### config.mk
export PLATFORM = sky130hd
export DESIGN_NAME = sample_series_calculus_top_flat
export DESIGN_NICKNAME = d
export VERILOG_FILES = /design/src/hw/rtl/ssc_pkg.sv /design/src/hw/rtl/ssc_channels.sv /design/src/hw/rtl/ssc_mul.sv /design/src/hw/rtl/ssc_div.sv /design/src/hw/rtl/sample_series_calculus_top.sv /design/src/flat_wrapper.sv
export SDC_FILE = /design/constraint.sdc
export NUM_CORES = 2
export LEC_CHECK = 0
export ABC_AREA = 1
export BUFFER_PORTS_ARGS = -buffer_cell sky130_fd_sc_hd__buf_2
export CAP_MARGIN = 20
export CORE_MARGIN = 2
export CORE_UTILIZATION = 48
export DETAILED_ROUTE_END_ITERATION = 16
export PLACE_DENSITY = 0.74
export SYNTH_ARGS = -nofsm -noshare
export SYNTH_HDL_FRONTEND = slang
export SYNTH_HIERARCHICAL = 1
export SYNTH_SLANG_ARGS = --single-unit
### constraint.sdc
create_clock -name clk -period 24.3 [get_ports clk]
set_clock_uncertainty 0.05 [all_clocks]
set_input_delay 1.215 -clock clk [delete_from_list [all_inputs] [get_ports clk]]
set_output_delay 1.215 -clock clk [all_outputs]
set_load 0.1 [all_outputs]
### src/hw/rtl/ssc_pkg.sv
`timescale 1ns / 1ps

package ssc_pkg;

  // fixed field widths
  localparam int DATA_W  = 32;
  localparam int DIFF_W  = 33;
  localparam int PROD_W  = 66;
  localparam int NUM_W   = 49;
  localparam int SUM_W   = 38;
  localparam int MODE_W  = 2;
  localparam int ORDER_W = 5;
  localparam int CFG_W   = 5;
  localparam int CFG_IDX_W = 1;
  localparam int CNT_W   = 7;

  typedef logic signed [DATA_W-1:0] data_t;
  typedef logic [1:0] status_t;

  // register indexes
  localparam logic [CFG_IDX_W-1:0] CFG_MODE  = 1'b0;
  localparam logic [CFG_IDX_W-1:0] CFG_ORDER = 1'b1;

  // operating modes
  localparam logic [MODE_W-1:0] MODE_INT  = 2'd0;
  localparam logic [MODE_W-1:0] MODE_DIF  = 2'd1;
  localparam logic [MODE_W-1:0] MODE_AVG  = 2'd2;
  localparam logic [MODE_W-1:0] MODE_PASS = 2'd3;

  // result status codes
  localparam status_t ST_OK    = 2'd0;
  localparam status_t ST_ZERO  = 2'd1;
  localparam status_t ST_SAT   = 2'd2;
  localparam status_t ST_SHORT = 2'd3;

endpackage

### src/hw/rtl/ssc_channels.sv
`timescale 1ns / 1ps

interface ssc_sample_if;
  logic          valid;
  logic          ready;
  ssc_pkg::data_t x_value;
  ssc_pkg::data_t y_value;
  logic          series_end;
  modport source(output valid, x_value, y_value, series_end, input ready);
  modport sink(input valid, x_value, y_value, series_end, output ready);
endinterface

interface ssc_result_if;
  logic             valid;
  logic             ready;
  ssc_pkg::data_t   result_value;
  logic             result_last;
  ssc_pkg::status_t status;
  modport source(output valid, result_value, result_last, status, input ready);
  modport sink(input valid, result_value, result_last, status, output ready);
endinterface

### src/hw/rtl/ssc_mul.sv
`timescale 1ns / 1ps

module ssc_mul (
  input  logic                               clk,
  input  logic                               rst,
  input  logic                               start,
  input  logic [ssc_pkg::DIFF_W-1:0]         a,
  input  logic [ssc_pkg::DIFF_W-1:0]         b,
  output logic                               done,
  output logic [ssc_pkg::PROD_W-1:0]         prod
);

  localparam int W = ssc_pkg::DIFF_W;

  logic [W-1:0]                   a_r;
  logic [ssc_pkg::PROD_W-1:0]     p;
  logic [ssc_pkg::CNT_W-1:0]      cnt;
  logic                           busy;
  logic [W:0]                     part;

  // one multiplier bit per cycle: add then shift right
  assign part = {1'b0, p[2*W-1:W]} + (p[0] ? {1'b0, a_r} : {(W+1){1'b0}});
  assign prod = p;

  always_ff @(posedge clk) begin
    if (rst) begin
      busy <= 1'b0;
      done <= 1'b0;
      cnt  <= '0;
    end else begin
      done <= 1'b0;
      if (start) begin
        a_r  <= a;
        p    <= {{W{1'b0}}, b};
        cnt  <= ssc_pkg::CNT_W'(W);
        busy <= 1'b1;
      end else if (busy) begin
        p   <= {part, p[W-1:1]};
        cnt <= cnt - 1'b1;
        if (cnt == ssc_pkg::CNT_W'(1)) begin
          busy <= 1'b0;
          done <= 1'b1;
        end
      end
    end
  end

endmodule

### src/hw/rtl/ssc_div.sv
`timescale 1ns / 1ps

module ssc_div (
  input  logic                         clk,
  input  logic                         rst,
  input  logic                         start,
  input  logic [ssc_pkg::NUM_W-1:0]    num,
  input  logic [ssc_pkg::DIFF_W-1:0]   den,
  output logic                         done,
  output logic [ssc_pkg::NUM_W-1:0]    quot
);

  localparam int NW = ssc_pkg::NUM_W;
  localparam int DW = ssc_pkg::DIFF_W;

  logic [NW-1:0]              q;
  logic [DW-1:0]              den_r;
  logic [DW-1:0]              rem;
  logic [ssc_pkg::CNT_W-1:0]  cnt;
  logic                       busy;
  logic [DW:0]                trial;
  logic                       fits;

  // restoring division, one quotient bit per cycle
  assign trial = {rem, q[NW-1]};
  assign fits  = trial >= {1'b0, den_r};
  assign quot  = q;

  always_ff @(posedge clk) begin
    if (rst) begin
      busy <= 1'b0;
      done <= 1'b0;
      cnt  <= '0;
    end else begin
      done <= 1'b0;
      if (start) begin
        q     <= num;
        den_r <= den;
        rem   <= '0;
        cnt   <= ssc_pkg::CNT_W'(NW);
        busy  <= 1'b1;
      end else if (busy) begin
        rem <= fits ? DW'(trial - {1'b0, den_r}) : trial[DW-1:0];
        q   <= {q[NW-2:0], fits};
        cnt <= cnt - 1'b1;
        if (cnt == ssc_pkg::CNT_W'(1)) begin
          busy <= 1'b0;
          done <= 1'b1;
        end
      end
    end
  end

endmodule

### src/hw/rtl/sample_series_calculus_top.sv
`timescale 1ns / 1ps

// Streaming calculus over a series of signed Q16.16 (x, y) samples.
// sample_in takes one sample per transaction; series_end marks the last one.
// result_out gives result transactions in sample order; result_last marks the
// result of the final sample. cfg_we/cfg_index/cfg_data write mode (index 0)
// and average order (index 1); any write restarts the series.
// One sample is worked at a time; sample_in.ready is high only when idle.
// Work per sample, set by the bit-serial multiplier and divider:
//   integrate: 33-bit shift-add multiplier plus accumulate
//   derivative: 49-bit restoring divider, run once more for the
//   second result at the end of a series
//   moving average: reads of 2K+1 history entries plus the divide,
//   plus a history read per flushed result at the end of a series
// A finished result sits in the output register, so a stalled receiver only
// holds the block when the next result is ready to go out.
// Reset clears the series, sets mode 0 and order 1; the history memory
// needs no clearing since only samples of the current series are read.
module sample_series_calculus_top #(
  parameter int MAX_ORDER  = 16,
  parameter int MAX_POINTS = 65536
) (
  input  logic                                clk,
  input  logic                                rst,
  ssc_sample_if.sink                          sample_in,
  ssc_result_if.source                        result_out,
  input  logic                                cfg_we,
  input  logic [ssc_pkg::CFG_IDX_W-1:0]       cfg_index,
  input  logic [ssc_pkg::CFG_W-1:0]           cfg_data
);

  localparam int HD = 2 * MAX_ORDER + 1;
  localparam int AW = $clog2(HD);
  localparam int KW = $clog2(MAX_ORDER + 1);
  localparam int CW = $clog2(MAX_POINTS + 1);
  localparam int EW = CW + KW + 4;
  localparam int DW = ssc_pkg::DIFF_W;
  localparam int SW = ssc_pkg::SUM_W;

  localparam logic [3:0] S_IDLE = 4'd0;
  localparam logic [3:0] S_DISP = 4'd1;
  localparam logic [3:0] S_MUL  = 4'd2;
  localparam logic [3:0] S_ACC  = 4'd3;
  localparam logic [3:0] S_DSTA = 4'd4;
  localparam logic [3:0] S_DIV  = 4'd5;
  localparam logic [3:0] S_SUMA = 4'd6;
  localparam logic [3:0] S_SUMW = 4'd7;
  localparam logic [3:0] S_SDIV = 4'd8;
  localparam logic [3:0] S_RAWA = 4'd9;
  localparam logic [3:0] S_RAWW = 4'd10;
  localparam logic [3:0] S_FL0  = 4'd11;
  localparam logic [3:0] S_FLA  = 4'd12;
  localparam logic [3:0] S_FLW  = 4'd13;
  localparam logic [3:0] S_EMIT = 4'd14;
  localparam logic [3:0] S_DONE = 4'd15;

  logic [3:0]                     state;
  logic [ssc_pkg::MODE_W-1:0]     mode_r;
  logic [ssc_pkg::ORDER_W-1:0]    order_r;
  logic [CW-1:0]                  count;
  logic [CW-1:0]                  n_r;
  logic signed [63:0]             integ;
  ssc_pkg::data_t                 x_r, y_r, xp1, xp2, yp1, yp2;
  logic                           end_r;
  logic                           ph;
  logic                           neg_r;
  logic [AW-1:0]                  idx;
  logic [AW-1:0]                  wptr;
  logic [AW-1:0]                  raddr;
  logic signed [SW-1:0]           sum;
  ssc_pkg::data_t                 mem [2**AW];
  ssc_pkg::data_t                 rdata;

  // pending result and output register
  ssc_pkg::data_t                 em_value;
  logic                           em_last;
  ssc_pkg::status_t               em_status;
  logic [3:0]                     em_ret;
  logic                           ov;
  ssc_pkg::data_t                 o_value;
  logic                           o_last;
  ssc_pkg::status_t               o_status;

  // arithmetic units
  logic                           mul_go, mul_done;
  logic [DW-1:0]                  op_a, op_b;
  logic [ssc_pkg::PROD_W-1:0]     prod;
  logic                           div_go, div_done;
  logic [ssc_pkg::NUM_W-1:0]      div_num, quot;
  logic [DW-1:0]                  div_den;

  logic                           accept;
  logic [KW-1:0]                  kk;
  logic [AW-1:0]                  kk_a, kk2_a, flush_start;
  logic [EW-1:0]                  n_e, kk_e;
  logic                           n_ge_k, n_ge_2k, short_avg;
  logic signed [DW-1:0]           dx1, ys, dx_sel, dy_sel;
  logic [DW-1:0]                  dx1_mag, ys_mag, dx_mag, dy_mag;
  logic [SW-1:0]                  sum_mag;
  logic [ssc_pkg::NUM_W-1:0]      area_m;
  logic signed [63:0]             area, integ_next;
  logic signed [64:0]             acc_wide;
  ssc_pkg::data_t                 int_out;
  logic                           int_sat;
  logic                           use_far;
  logic [3:0]                     dif_ret;
  ssc_pkg::data_t                 dif_value;
  ssc_pkg::status_t               dif_status;
  logic [ssc_pkg::NUM_W-1:0]      q_neg;

  assign accept = sample_in.valid && sample_in.ready;
  assign sample_in.ready = (state == S_IDLE);

  assign result_out.valid        = ov;
  assign result_out.result_value = o_value;
  assign result_out.result_last  = o_last;
  assign result_out.status       = o_status;

  // effective half window
  always_comb begin
    if (order_r == '0) begin
      kk = KW'(1);
    end else if (int'(order_r) > MAX_ORDER) begin
      kk = KW'(MAX_ORDER);
    end else begin
      kk = KW'(order_r);
    end
  end

  assign kk_a        = AW'(kk);
  assign kk2_a       = AW'({kk_a, 1'b0});
  assign n_e         = EW'(n_r);
  assign kk_e        = EW'(kk);
  assign n_ge_k      = n_e >= kk_e;
  assign n_ge_2k     = n_e >= (kk_e << 1);
  assign short_avg   = (n_e + EW'(1)) < (kk_e << 3);
  assign flush_start = n_ge_k ? AW'(kk - KW'(1)) : AW'(n_r);
  assign raddr       = wptr - AW'(1) - idx;

  // trapezoid operands
  assign dx1     = {x_r[31], x_r} - {xp1[31], xp1};
  assign ys      = {y_r[31], y_r} + {yp1[31], yp1};
  assign dx1_mag = dx1[DW-1] ? DW'(-dx1) : DW'(dx1);
  assign ys_mag  = ys[DW-1] ? DW'(-ys) : DW'(ys);

  // difference operands: central step inside the series, else adjacent
  assign use_far = !ph && (n_r >= CW'(2));
  assign dx_sel  = {x_r[31], x_r} - (use_far ? {xp2[31], xp2} : {xp1[31], xp1});
  assign dy_sel  = {y_r[31], y_r} - (use_far ? {yp2[31], yp2} : {yp1[31], yp1});
  assign dx_mag  = dx_sel[DW-1] ? DW'(-dx_sel) : DW'(dx_sel);
  assign dy_mag  = dy_sel[DW-1] ? DW'(-dy_sel) : DW'(dy_sel);
  assign sum_mag = sum[SW-1] ? SW'(-sum) : SW'(sum);
  assign dif_ret = (!ph && end_r) ? S_DSTA : S_DONE;

  // saturating accumulate of one trapezoid
  assign area_m     = prod[ssc_pkg::PROD_W-1:17];
  assign area       = neg_r ? -{15'b0, area_m} : {15'b0, area_m};
  assign acc_wide   = {integ[63], integ} + {area[63], area};
  always_comb begin
    if (acc_wide[64] != acc_wide[63]) begin
      integ_next = acc_wide[64] ? {1'b1, 63'b0} : {1'b0, {63{1'b1}}};
    end else begin
      integ_next = acc_wide[63:0];
    end
    int_sat = (integ_next[63:31] != {33{integ_next[63]}});
    if (int_sat) begin
      int_out = integ_next[63] ? 32'sh8000_0000 : 32'sh7fff_ffff;
    end else begin
      int_out = integ_next[31:0];
    end
  end

  // quotient to signed Q16.16 with saturation
  assign q_neg = -quot;
  always_comb begin
    dif_status = ssc_pkg::ST_OK;
    if (!neg_r && quot > ssc_pkg::NUM_W'(32'h7fff_ffff)) begin
      dif_value  = 32'sh7fff_ffff;
      dif_status = ssc_pkg::ST_SAT;
    end else if (neg_r && quot > ssc_pkg::NUM_W'(32'h8000_0000)) begin
      dif_value  = 32'sh8000_0000;
      dif_status = ssc_pkg::ST_SAT;
    end else begin
      dif_value  = neg_r ? q_neg[31:0] : quot[31:0];
    end
  end

  ssc_mul u_mul (
    .clk   (clk),
    .rst   (rst),
    .start (mul_go),
    .a     (op_a),
    .b     (op_b),
    .done  (mul_done),
    .prod  (prod)
  );

  ssc_div u_div (
    .clk   (clk),
    .rst   (rst),
    .start (div_go),
    .num   (div_num),
    .den   (div_den),
    .done  (div_done),
    .quot  (quot)
  );

  // y history memory, newest at wptr - 1
  always_ff @(posedge clk) begin
    if (accept) begin
      mem[wptr] <= sample_in.y_value;
    end
    rdata <= mem[raddr];
  end

  // sequencer
  always_ff @(posedge clk) begin
    if (rst) begin
      state   <= S_IDLE;
      mode_r  <= ssc_pkg::MODE_INT;
      order_r <= ssc_pkg::ORDER_W'(1);
      count   <= '0;
      integ   <= '0;
      ov      <= 1'b0;
      mul_go  <= 1'b0;
      div_go  <= 1'b0;
      wptr    <= '0;
    end else begin
      mul_go <= 1'b0;
      div_go <= 1'b0;
      if (ov && result_out.ready) begin
        ov <= 1'b0;
      end
      if (cfg_we) begin
        if (cfg_index == ssc_pkg::CFG_MODE) begin
          mode_r <= cfg_data[ssc_pkg::MODE_W-1:0];
        end else begin
          order_r <= cfg_data[ssc_pkg::ORDER_W-1:0];
        end
        count <= '0;
        integ <= '0;
      end
      unique case (state)
        S_IDLE: begin
          if (accept) begin
            x_r   <= sample_in.x_value;
            y_r   <= sample_in.y_value;
            end_r <= sample_in.series_end;
            n_r   <= count;
            wptr  <= wptr + AW'(1);
            if (sample_in.series_end) begin
              count <= '0;
            end else if (count < CW'(MAX_POINTS)) begin
              count <= count + CW'(1);
            end
            state <= S_DISP;
          end
        end
        S_DISP: begin
          unique case (mode_r)
            ssc_pkg::MODE_INT: begin
              if (n_r == '0) begin
                integ     <= '0;
                em_value  <= '0;
                em_last   <= end_r;
                em_status <= end_r ? ssc_pkg::ST_SHORT : ssc_pkg::ST_OK;
                em_ret    <= S_DONE;
                state     <= S_EMIT;
              end else begin
                op_a   <= dx1_mag;
                op_b   <= ys_mag;
                neg_r  <= dx1[DW-1] != ys[DW-1];
                mul_go <= 1'b1;
                state  <= S_MUL;
              end
            end
            ssc_pkg::MODE_DIF: begin
              ph <= 1'b0;
              if (n_r != '0) begin
                state <= S_DSTA;
              end else if (end_r) begin
                em_value  <= '0;
                em_last   <= 1'b1;
                em_status <= ssc_pkg::ST_SHORT;
                em_ret    <= S_DONE;
                state     <= S_EMIT;
              end else begin
                state <= S_DONE;
              end
            end
            ssc_pkg::MODE_AVG: begin
              if (n_ge_2k) begin
                idx   <= '0;
                sum   <= '0;
                state <= S_SUMA;
              end else if (n_ge_k) begin
                idx   <= kk_a;
                state <= S_RAWA;
              end else begin
                state <= S_FL0;
              end
            end
            ssc_pkg::MODE_PASS: begin
              em_value  <= y_r;
              em_last   <= end_r;
              em_status <= ssc_pkg::ST_OK;
              em_ret    <= S_DONE;
              state     <= S_EMIT;
            end
          endcase
        end
        S_MUL: begin
          if (mul_done) begin
            state <= S_ACC;
          end
        end
        S_ACC: begin
          integ     <= integ_next;
          em_value  <= int_out;
          em_last   <= end_r;
          em_status <= int_sat ? ssc_pkg::ST_SAT : ssc_pkg::ST_OK;
          em_ret    <= S_DONE;
          state     <= S_EMIT;
        end
        S_DSTA: begin
          if (dx_sel == '0) begin
            em_value  <= '0;
            em_last   <= ph;
            em_status <= ssc_pkg::ST_ZERO;
            em_ret    <= dif_ret;
            ph        <= 1'b1;
            state     <= S_EMIT;
          end else begin
            div_num <= {dy_mag, 16'b0};
            div_den <= dx_mag;
            neg_r   <= dy_sel[DW-1] != dx_sel[DW-1];
            div_go  <= 1'b1;
            state   <= S_DIV;
          end
        end
        S_DIV: begin
          if (div_done) begin
            if (mode_r == ssc_pkg::MODE_AVG) begin
              em_value  <= neg_r ? q_neg[31:0] : quot[31:0];
              em_last   <= 1'b0;
              em_status <= ssc_pkg::ST_OK;
              em_ret    <= S_FL0;
            end else begin
              em_value  <= dif_value;
              em_last   <= ph;
              em_status <= dif_status;
              em_ret    <= dif_ret;
              ph        <= 1'b1;
            end
            state <= S_EMIT;
          end
        end
        S_SUMA: begin
          state <= S_SUMW;
        end
        S_SUMW: begin
          // neighbor sum, centre sample left out
          if (idx != kk_a) begin
            sum <= sum + SW'(rdata);
          end
          if (idx == kk2_a) begin
            state <= S_SDIV;
          end else begin
            idx   <= idx + AW'(1);
            state <= S_SUMA;
          end
        end
        S_SDIV: begin
          div_num <= ssc_pkg::NUM_W'(sum_mag);
          div_den <= DW'(kk2_a);
          neg_r   <= sum[SW-1];
          div_go  <= 1'b1;
          state   <= S_DIV;
        end
        S_RAWA: begin
          state <= S_RAWW;
        end
        S_RAWW: begin
          em_value  <= rdata;
          em_last   <= 1'b0;
          em_status <= ssc_pkg::ST_OK;
          em_ret    <= S_FL0;
          state     <= S_EMIT;
        end
        S_FL0: begin
          if (end_r) begin
            idx   <= flush_start;
            state <= S_FLA;
          end else begin
            state <= S_DONE;
          end
        end
        S_FLA: begin
          state <= S_FLW;
        end
        S_FLW: begin
          // pending edge results, oldest first
          em_value  <= rdata;
          em_last   <= (idx == '0);
          em_status <= (idx == '0 && short_avg) ? ssc_pkg::ST_SHORT : ssc_pkg::ST_OK;
          em_ret    <= (idx == '0) ? S_DONE : S_FLA;
          idx       <= idx - AW'(1);
          state     <= S_EMIT;
        end
        S_EMIT: begin
          if (!ov || result_out.ready) begin
            ov       <= 1'b1;
            o_value  <= em_value;
            o_last   <= em_last;
            o_status <= em_status;
            state    <= em_ret;
          end
        end
        S_DONE: begin
          xp2 <= xp1;
          xp1 <= x_r;
          yp2 <= yp1;
          yp1 <= y_r;
          if (end_r) begin
            integ <= '0;
          end
          state <= S_IDLE;
        end
      endcase
    end
  end

endmodule

### src/flat_wrapper.sv
// flat-port wrapper written by rule: the top's interface ports become plain ports
module sample_series_calculus_top_flat 
#(
  parameter int MAX_ORDER  = 16,
  parameter int MAX_POINTS = 65536
)
  (clk, rst, cfg_we, cfg_index, cfg_data, sample_in_valid, sample_in_x_value, sample_in_y_value, sample_in_series_end, sample_in_ready, result_out_valid, result_out_result_value, result_out_result_last, result_out_status, result_out_ready);
  ssc_sample_if sample_in_i ();
  ssc_result_if result_out_i ();
  input  logic clk;
  input  logic rst;
  input  logic cfg_we;
  input  logic [ssc_pkg::CFG_IDX_W-1:0] cfg_index;
  input  logic [ssc_pkg::CFG_W-1:0] cfg_data;
  input wire logic [$bits(sample_in_i.valid)-1:0] sample_in_valid;
  input wire logic [$bits(sample_in_i.x_value)-1:0] sample_in_x_value;
  input wire logic [$bits(sample_in_i.y_value)-1:0] sample_in_y_value;
  input wire logic [$bits(sample_in_i.series_end)-1:0] sample_in_series_end;
  output wire logic [$bits(sample_in_i.ready)-1:0] sample_in_ready;
  output wire logic [$bits(result_out_i.valid)-1:0] result_out_valid;
  output wire logic [$bits(result_out_i.result_value)-1:0] result_out_result_value;
  output wire logic [$bits(result_out_i.result_last)-1:0] result_out_result_last;
  output wire logic [$bits(result_out_i.status)-1:0] result_out_status;
  input wire logic [$bits(result_out_i.ready)-1:0] result_out_ready;
  assign sample_in_i.valid = sample_in_valid;
  assign sample_in_i.x_value = sample_in_x_value;
  assign sample_in_i.y_value = sample_in_y_value;
  assign sample_in_i.series_end = sample_in_series_end;
  assign sample_in_ready = sample_in_i.ready;
  assign result_out_valid = result_out_i.valid;
  assign result_out_result_value = result_out_i.result_value;
  assign result_out_result_last = result_out_i.result_last;
  assign result_out_status = result_out_i.status;
  assign result_out_i.ready = result_out_ready;
  sample_series_calculus_top #(.MAX_ORDER(MAX_ORDER), .MAX_POINTS(MAX_POINTS)) u_core (.clk(clk), .rst(rst), .sample_in(sample_in_i), .result_out(result_out_i), .cfg_we(cfg_we), .cfg_index(cfg_index), .cfg_data(cfg_data));
endmodule
==> impl_metrics.toml <==
[detailed_routing]
first_pass_iters = 7
viasPerCell = 5.81
wl_per_cell_um = 22.7
drcViolationCount = 0
vias = 108000
drt_iter0_drc = 13600
routed_wl_um = 422000
antenna_left = 0

[sta]
slew-limit-headroom = 0.267
setup-tns-final_ps = 0
period_needed_ps = 7960
max_freq_mhz = 126
rsz0062_at_grt = "no"
setup_viol = 0
hold_viol = 0
hold_ws_ps = 354
final-max-slew-violation-count = 0
post-route-period-util = 0.327
tightestPinTransition_ps = 1100

[pwr]
pwr_density_cell_mw_per_mm2 = 113
power.leakage_nw = 59.6
ir_drop_mv = 0.101
finalPower_mw = 17.8

[clock_tree]
holdBufCountCts = 0
ctsRootBufferMaster = "clkbuf_16"
insertion_delay_ps = 950
post_cts_buffers = 0
numCtsBuffers = 308
clkSlewWorstSetupHoldPaths_ps = 60
clock_sinks = 2890
cts_tree = "done"
clockBufferDepth = 4
h-tree-depth = 5
cts_resized = 0

[placement]
hpwl_um = 275000
placed_cells = 18000
portBuffers = 112
place_congestion = 0.991

[logic_synthesis]
synth_edf_count = 2739
ys_types = 81
synth_top_cell_by_area = "edfxtp_1"
ys_warn_count = 6
synthesis.area_mm2 = 0.143
async_flop_share = 0
ys_seq_elements = 2890
ys.flop_type = "edfxtp_1"
synth_top_area_frac = 0.574
synth_fp_nets = 14800
syn_inst = 14400
postSynthAreaPerCell_um2 = 9.98
synth.area.top_cells = "edfxtp_1 (57%), nand2_1 (7.2%), nor2_1 (6.4%)"
ys_seq_area_frac = 0.596

[finish]
drive_gt1_frac = 0.0873
multi_input_area_mm2 = 0.0513
final_util = 0.534
layout.cells.non_filler = 18600
fillers = 25600
seq_area_mm2 = 0.0853
num-nets-final = 14800
syn_to_final_growth_pct = 10.7

[run_status]
outcome = "finished, final reports clean"

[setup_path]
cpMaxStageDelayCell = "nand2_1"
path_max_fanout = 48
timing_worst_setup_path_type = "reg2reg"
cp-startpoint = "u_core/u_mul/prod[17]"
crit_required_ps = 25090
critPathLaunchType = "flop"
timing.critical_path.mode_cell = "nand2_1"
r2r_start = "u_core/u_mul/prod[17]"
cp.arrival_ps = 8750
endpoint_kind = "flop"
slowest_delay_ps = 670

[floorplanning]
pin_count = 113
num_rows = 200
die_w_um = 550
dieArea_mm2 = 0.303
die_y_um = 550
initial_core_util = 0.482
core_area_mm2 = 0.297

[grt]
grt_max_degree = 188
grt_use_total = 0.271
grt_pass1_wl_um = 626000
antenna_found_initial = 17
grt_pass1_vias = 100000
overflow = 0

[flow_run]
max_cap_violations = 0

[min_path]
hold_path.class = "reg2reg"
min_from = "u_core/div_den[18]"
## routing by layer
metal  vias to the layer above  track usage  share of wire
li1                      50000            -              -
met1                     51800        0.374           0.40
met2                      5121        0.433           0.46
met3                       811       0.0409          0.095
met4                         6        0.106          0.040
met5                         -            0        0.00011
## cells by family (layout without fill, tap and decap cells)
logic type,after synthesis,after routing,synth area share
and+or+nand+nor,6229,6229,0.178
DFF,2890,2890,0.596
AOI/OAI and AO/OA,2440,2440,0.105
buffers and inverters,1869,2130,0.0506
adders and majority gates,348,348,0.0309
muxes,289,289,0.0225
xor gates and xnor gates,286,286,0.0175
other,0,6,0
## flip-flops by register name (all words and copies together) (netlist names), 33 cells and up
name                flops
u_core/mem           2048
u_core/u_div/rem       33
u_core/u_div/den_r     33
u_core/div_num         49
u_core/div_den         33
u_core/sum             38
u_core/integ           64
u_core/u_mul/prod      66
u_core/op_b            33
u_core/op_a            33
u_core/u_mul/a_r       33
u_core/u_div/quot      49
## area by class of cell
class / instances / area share
inverter: 1270 / 0.0302
timing repair buffer: 307 / 0.0138
clock buffer: 391 / 0.0520
clock inverter: 162 / 0.0111
antenna: 6 / 0.0000947
multi-input combinational: 9592 / 0.324
sequential: 2890 / 0.538
tap: 3939 / 0.0311
## worst paths after layout
check                                               to  slack, ps  depth (start not counted)
worst min-delay path            u_core/u_div/den_r[18]        350                          0
worst min register to register  u_core/u_div/den_r[18]        350                          0
worst max-delay path                  u_core/integ[38]      16340                         32
worst max register to register        u_core/integ[38]      16340                         32
## power breakdown
group	total [mW]	leakage [nW]	internal, mW	switching (mW)
combinational	7.08	28.7	2.30	4.77
sequential	6.07	25.9	5.79	0.280
clock	4.69	4.87	2.70	1.99
## cell usage after synthesis (14+ instances only)
cell type	n
o21a_1	29
o211ai_1	21
o32ai_1	512
o21ai_0	931
nand4_1	104
nand2_2	53
nor4_1	47
nand2_1	2762
nor3_1	151
nand3_1	484
a32oi_1	33
inv_2	26
buf_1	41
a21o_1	26
dfxtp_1	151
a31oi_1	39
xor2_1	184
a21oi_1	688
nor2_2	26
clkbuf_1	509
nand3_2	24
xnor2_1	102
buf_2	26
a22oi_1	14
mux2i_1	31
o21bai_1	23
a32o_1	33
ha_1	338
and2_1	25
edfxtp_1	2739
nand3b_1	36
inv_1	1237
mux2_2	258
nor2_1	2446
## critical path: cells and delay by family (launching register included)
| family | cells | cell delay [ps] |
|---|---|---|
| flip-flops | 1 | 420 |
| buffers and inverters | 4 | 800 |
| AO/OA/AOI/OAI | 3 | 830 |
| adder cells (fa/ha/maj) | 2 | 580 |
| AND/OR/NAND/NOR | 23 | 5110 |
## per-stage QoR
step,setup WS [ps],cell area [um^2]
4_1_cts,15740,158000
5_1_grt,15640,158000
6_report,16340,158000
3_5_place_dp,15840,148000
3_3_place_gp,15870,148000
2_1_floorplan,15870,143000
## layout by cell type, fill, tap and decap left out, types with 64 or more instances in the layout
master,Yosys,routed
a21oi_1,688,685
buf_2,26,111
buf_4,4,182
clkbuf_1,509,64
clkbuf_16,0,311
dfxtp_1,151,150
edfxtp_1,2739,2739
ha_1,338,337
inv_1,1237,1231
mux2_2,258,258
nand2_1,2762,2762
nand3_1,484,484
nand4_1,104,104
nor2_1,2446,2376
nor2_4,7,74
nor3_1,151,148
o21ai_0,931,931
o32ai_1,512,512
xnor2_1,102,101
xor2_1,184,181
No activity file was read; power rests on OpenSTA's default activity.
